--- src/rtl/sma_pkg.sv ---
// Shared widths, state codes and divider status for the moving average block.
package sma_pkg;

  localparam int MAX_WINDOW  = 256;
  localparam int SAMPLE_BITS = 32;
  localparam int SUM_BITS    = 40;
  localparam int WLEN_BITS   = 9;
  localparam int SLOT_BITS   = $clog2(MAX_WINDOW);
  localparam int DCNT_BITS   = $clog2(SUM_BITS);

  localparam logic [WLEN_BITS-1:0] WLEN_RESET = WLEN_BITS'(20);

  typedef enum logic [6:0] {
    S_IDLE = 7'b0000001,
    S_READ = 7'b0000010,
    S_SUB  = 7'b0000100,
    S_ADD  = 7'b0001000,
    S_ABS  = 7'b0010000,
    S_DIV  = 7'b0100000,
    S_OUT  = 7'b1000000
  } sma_state_t;

  typedef struct packed {
    logic busy;
    logic done;
  } sma_div_stat_t;

endpackage

--- src/rtl/sma_div.sv ---
// Bit-serial restoring divider: unsigned sum magnitude by window length.
module sma_div (
  input  logic                          clk,
  input  logic                          rst_n,
  input  logic                          start,
  input  logic [sma_pkg::SUM_BITS-1:0]  dividend,
  input  logic [sma_pkg::WLEN_BITS-1:0] divisor,
  output sma_pkg::sma_div_stat_t        stat,
  output logic [sma_pkg::SUM_BITS-1:0]  quotient
);
  import sma_pkg::*;

  logic [SUM_BITS-1:0]  quo_r;
  logic [WLEN_BITS-1:0] rem_r;
  logic [WLEN_BITS-1:0] dvs_r;
  logic [DCNT_BITS-1:0] cnt_r;
  logic                 busy_r;
  logic                 done_r;
  logic [WLEN_BITS:0]   rem_sh;
  logic [WLEN_BITS:0]   rem_diff;
  logic                 take;

  // Remainder stays below the divisor, so it fits the divisor width.
  assign rem_sh   = {rem_r, quo_r[SUM_BITS-1]};
  assign rem_diff = rem_sh - {1'b0, dvs_r};
  assign take     = (rem_sh >= {1'b0, dvs_r});

  always_ff @(posedge clk) begin
    if (!rst_n) begin
      busy_r <= 1'b0;
      done_r <= 1'b0;
      cnt_r  <= '0;
    end else begin
      done_r <= 1'b0;
      if (start) begin
        busy_r <= 1'b1;
        cnt_r  <= DCNT_BITS'(SUM_BITS - 1);
      end else if (busy_r) begin
        if (cnt_r == '0) begin
          busy_r <= 1'b0;
          done_r <= 1'b1;
        end else begin
          cnt_r <= cnt_r - 1'b1;
        end
      end
    end
  end

  always_ff @(posedge clk) begin
    if (start) begin
      quo_r <= dividend;
      rem_r <= '0;
      dvs_r <= divisor;
    end else if (busy_r) begin
      quo_r <= {quo_r[SUM_BITS-2:0], take};
      rem_r <= take ? rem_diff[WLEN_BITS-1:0] : rem_sh[WLEN_BITS-1:0];
    end
  end

  assign stat.busy = busy_r;
  assign stat.done = done_r;
  assign quotient  = quo_r;

endmodule

--- config.mk ---
export PLATFORM = sky130hd
export DESIGN_NAME = sma_div
export DESIGN_NICKNAME = d
export VERILOG_FILES = /design/src/rtl/sma_pkg.sv /design/src/rtl/sma_div.sv
export SDC_FILE = /design/constraint.sdc
export NUM_CORES = 1
export LEC_CHECK = 0
export BUFFER_PORTS_ARGS = -buffer_cell sky130_fd_sc_hd__buf_2
export CAP_MARGIN = 5
export CORE_MARGIN = 1
export CORE_UTILIZATION = 55
export DETAILED_ROUTE_END_ITERATION = 6
export HOLD_SLACK_MARGIN = 0.15
export PLACE_DENSITY = 0.88
export SLEW_MARGIN = 20
export SYNTH_ARGS = -nofsm -noshare
export SYNTH_HDL_FRONTEND = slang
export SYNTH_SLANG_ARGS = --single-unit
--- constraint.sdc ---
create_clock -name clk -period 6.3 [get_ports clk]
set_input_delay 0.315 -clock clk [delete_from_list [all_inputs] [get_ports clk]]
set_output_delay 0.315 -clock clk [all_outputs]
set_load 0.01 [all_outputs]
==> metrics.sh <==
OUTCOME='completed'
TRITONCTS.NUM_BUFFERS=9
FIRSTDRTPASSITERS=4
IR_DROP_mV=0.1727
DRT-WIRELENGTH-PER-CELL_UM=16.26
POSTROUTEANTENNANETS=0
POST-SYNTH-TOP-AREA-CELL='edfxtp_1'
CORE_AREA_SQ_UM=5540
REGTOREGSETUPSLACK_NS=3.22
SETUP-TNS-FINAL_NS=0
LAYOUT-DRIVE-GT1-SHARE=0.4338
GPL.FINAL_WEIGHTED_CONGESTION=0.8351
PATH_CLK_SLEW_NS=0.06
TIGHTESTPINTRANSITION_NS=0.7417
DIE_WIDTH_UM=77.99
POWER-PER-CELL-AREA_nW_PER_UM2=261.3
HOLD-PATH-CELL-COUNT=1
POWER.SWITCHING_mW=0.2828
INTERNAL-POWER_mW=0.7437
POST_ROUTE_MINIMUM_PERIOD_NS=3.082
POST-ROUTE-CELL-AREA_SQ_UM=3929
POST_SYNTH_NUM_CELL_TYPES=42
YS.WARNINGS.COUNT=0
GRT_OVERFLOW_TOTAL=0
FINAL_MAX_SLEW_VIOLATION_COUNT=0
GRT_PASS1_VIAS=2456
PLACEDINSTANCEAREA_SQ_UM=3691
SYNTHARSTFLOPSHARE=0
R2R_START='quotient[39]'
INSERTEDDIODECOUNT=0
SYNTH.YOSYS.SEQ_AREA_SHARE=0.5705
REPORT.FINAL.HOLD_VIOL_COUNT=0
SETUP.WORST_PATH.START_CLASS='flop'
FINALCRITPERIODSHARE=0.4892
WORSTPATHCELLLIST='inv_1, ha_1, inv_1, fa_1, a21o_1, a221oi_2, o22ai_2, or2_0, mux2_2'
TOTALWIRELENGTH_UM=6945
MOSTFREQUENTLAYOUTCELL='buf_2'
DRTITER0DRC=188
RSZ0062_AT_GRT='no'
MAX_SLEW_MARGIN=0.5056
FLOORPLAN_DIE_AREA_SQ_UM=6082
WHS_ENDPOINT='dvs_r[0]'
LEAKAGE_nW=1.667
LAYOUT.CELLS.MOST_COMMON_LIST='buf_2 (93), edfxtp_1 (49), mux2_2 (40)'
CRITPATHBUFINV=2
STD_CELL_ROWS=27
HOLD_PATH.STARTPOINT='divisor[0]'
GROUTE.USAGE.OVERALL=0.2437
IO_PORT_BUFS=93
DP.CELLS=404
CTS.HTREE.LEVELS=3
ANTENNA_FOUND_INITIAL=0
CRITICAL-PATH-MAX-STAGE-DELAY_NS=0.49
POSTSYNTHREGISTERBITS=66
SEQUENTIALPOWERSHARE=0.524
DRCVIOLATIONCOUNT=0
FIN_WORST_SKEW_NS=0.01044
SETUP_VIOL=0
GRT_FIRST_PASS_WIRELENGTH_UM=11180
CRIT_SLOWEST_CELL='or2_0'
CLOCK_SINKS=66
PLACE.DETAILED.HPWL_UM=4821
CRITICAL_PATH.MOST_COMMON_CELL='inv_1'
CTS.ROOT.BUFFER_CELL='clkbuf_8'
SYNTH_TOP_FLOP_CELL='edfxtp_1'
SYNTH_CELLS=248
YS_TOP_CELLS_BY_AREA='edfxtp_1 (46%), mux2_2 (14%), dfxtp_1 (11%), ha_1 (4.3%), inv_1 (2.0%)'
FINAL_NET_COUNT=415
CRITICAL_PATH.TOP_DELAY_FAMILY='compound AO/OA/AOI/OAI gates'
AVGVIACOUNTPERCELL=5.564
HOLD_PATH.CLASS='input port to flop'
NON_FILLER_INSTANCE_COUNT_AFTER_LAYOUT=427
SYNTH-EDFF-COUNT=49
REG2REG_TO='quotient[0]'
GRT_START_MAX_NET_PINS=63
COMB_POWER_SHARE=0.187
CLOCK_TREE.BUFFER_DEPTH=2
WORST_EP_REQUIRED_TIME_NS=6.39
CHIPHEIGHT_UM=77.99
CRITPATHMAXFANOUT=11
TOTAL_STANDARD_CELL_AREA_AFTER_SYNTHESIS_SQ_UM=3176
SETUP.WORST_PATH.END_CLASS='flop'
CLOCK_LATENCY_NS=0.34
SYNTHTOLAYOUTAREAGROWTH_PCT=23.72
CLKPWRFRAC=0.289
MAX_CAP_VIOLATIONS=0
CRIT_ARRIVAL_NS=3.17
START_UTIL=0.5732
SYNTH.AVG_CELL_AREA_SQ_UM=12.80
PROPORTION_OF_NETLIST_AREA_HELD_BY_THE_LARGEST_AREA_CONTRIBUTOR=0.4634
SYN-NUM-NETS=312
BOUNDARYPINS=94
WORSTSETUPPATHTYPE='flop to flop'
CTS_TREE='done'
VIAS=2376
CLOCK.FMAX_MHz=324.5
TIMING.REG2REG.WORST_PATH_DEPTH=9
POST-CTS-SETUP-BUFFERS=0
POWER_SWITCHING_SHARE=0.2755
==> power by group through the flow <==
| stage | combinational, mW | clock, mW | sequential, mW |
|---|---|---|---|
| after floorplan | 0.107 | 0 | 0.556 |
| after global placement | 0.178 | 0 | 0.545 |
| after detailed placement | 0.187 | 0 | 0.546 |
| after CTS | 0.192 | 0.301 | 0.538 |
| after global routing | 0.210 | 0.318 | 0.542 |
| final | 0.192 | 0.297 | 0.538 |
==> cells in the mapped netlist, types with 2 or more instances <==
master,instances
a311oi_1,2
ha_1,11
buf_2,2
buf_4,2
nor3_1,7
nand3_1,4
o311a_1,3
o31ai_1,3
a21oi_1,10
xnor2_1,5
nand2_1,10
o21a_1,5
mux2_2,40
a21o_1,2
o21ai_0,4
clkbuf_1,7
a31oi_1,2
o211ai_1,4
xor2_1,3
inv_1,17
mux2i_1,2
dfxtp_1,17
nor4_1,3
and3_2,2
edfxtp_1,49
nor2_1,16
==> worst register-to-register path, cell delays in order (launching register included) <==
cell and delay [ns]:
edfxtp_1 0.42, inv_1 0.08, ha_1 0.15, inv_1 0.06
fa_1 0.41, a21o_1 0.21, a221oi_2 0.39, o22ai_2 0.27
or2_0 0.49, mux2_2 0.37
==> flip-flops by register name, indices dropped and copies added, names as in the netlist <==
register	flops
quotient	40
rem_r	9
dvs_r	9
busy_r	1
cnt_r	6
done_r	1
==> through the flow <==
stage | util | hold WS [ns] | power (mW) | setup WS (ns)
after floorplan | - | 0.4139 | 0.6634 | 3.740
after global placement | 0.6662 | 0.4436 | 0.7233 | 3.512
after detailed placement | 0.6662 | 0.4613 | 0.7337 | 3.304
after CTS | 0.7091 | 0.1653 | 1.031 | 3.288
after global routing | 0.7091 | 0.1596 | 1.071 | 3.087
final | 0.7091 | 0.1753 | 1.027 | 3.218
==> kinds of logic after synthesis <==
logic type / count (synthesis) / share of synthesized area
adders and majority gates: 12 / 0.04965
xor gates and xnor gates: 8 / 0.02207
DFF: 66 / 0.5705
AOI/OAI and AO/OA: 43 / 0.09969
and+or+nand+nor: 47 / 0.06896
buffers and inverters: 30 / 0.04098
muxes: 42 / 0.1481
==> cell type report <==
class	instances	area, sq um
well taps	72	90.09
inverters	18	67.56
fillers	412	1612
flip-flops and latches	66	1812
clock inverters	6	33.78
repair buffers	104	568.0
multi-input cells	152	1234
clock buffers	9	123.9
==> repair_timing <==
item,4_1_cts,5_1_grt
hold endpoints to repair,8,0
setup endpoints to repair,0,0
resized for setup,0,0
hold buffers,8,0
==> routing by layer <==
metal  part of all wire  GRT usage  up-vias
met5                  0          0        -
met4              0.022    0.09815        0
met3              0.076    0.09765       16
met2               0.51     0.4150      106
met1               0.39     0.2718     1124
li1                   -          -     1130
==> worst max-delay path by stage <==
stage / from / end / slack [ns] / depth (start not counted)
global placement: quotient[39] / quotient[0] / 3.51 / 9
global route: quotient[39] / quotient[0] / 3.09 / 9
finish: quotient[39] / quotient[0] / 3.22 / 9
CTS: quotient[39] / quotient[0] / 3.29 / 9
floorplan: quotient[39] / quotient[0] / 3.74 / 10
detailed placement: quotient[39] / quotient[0] / 3.30 / 9
Power figures use the tool's default switching activity.
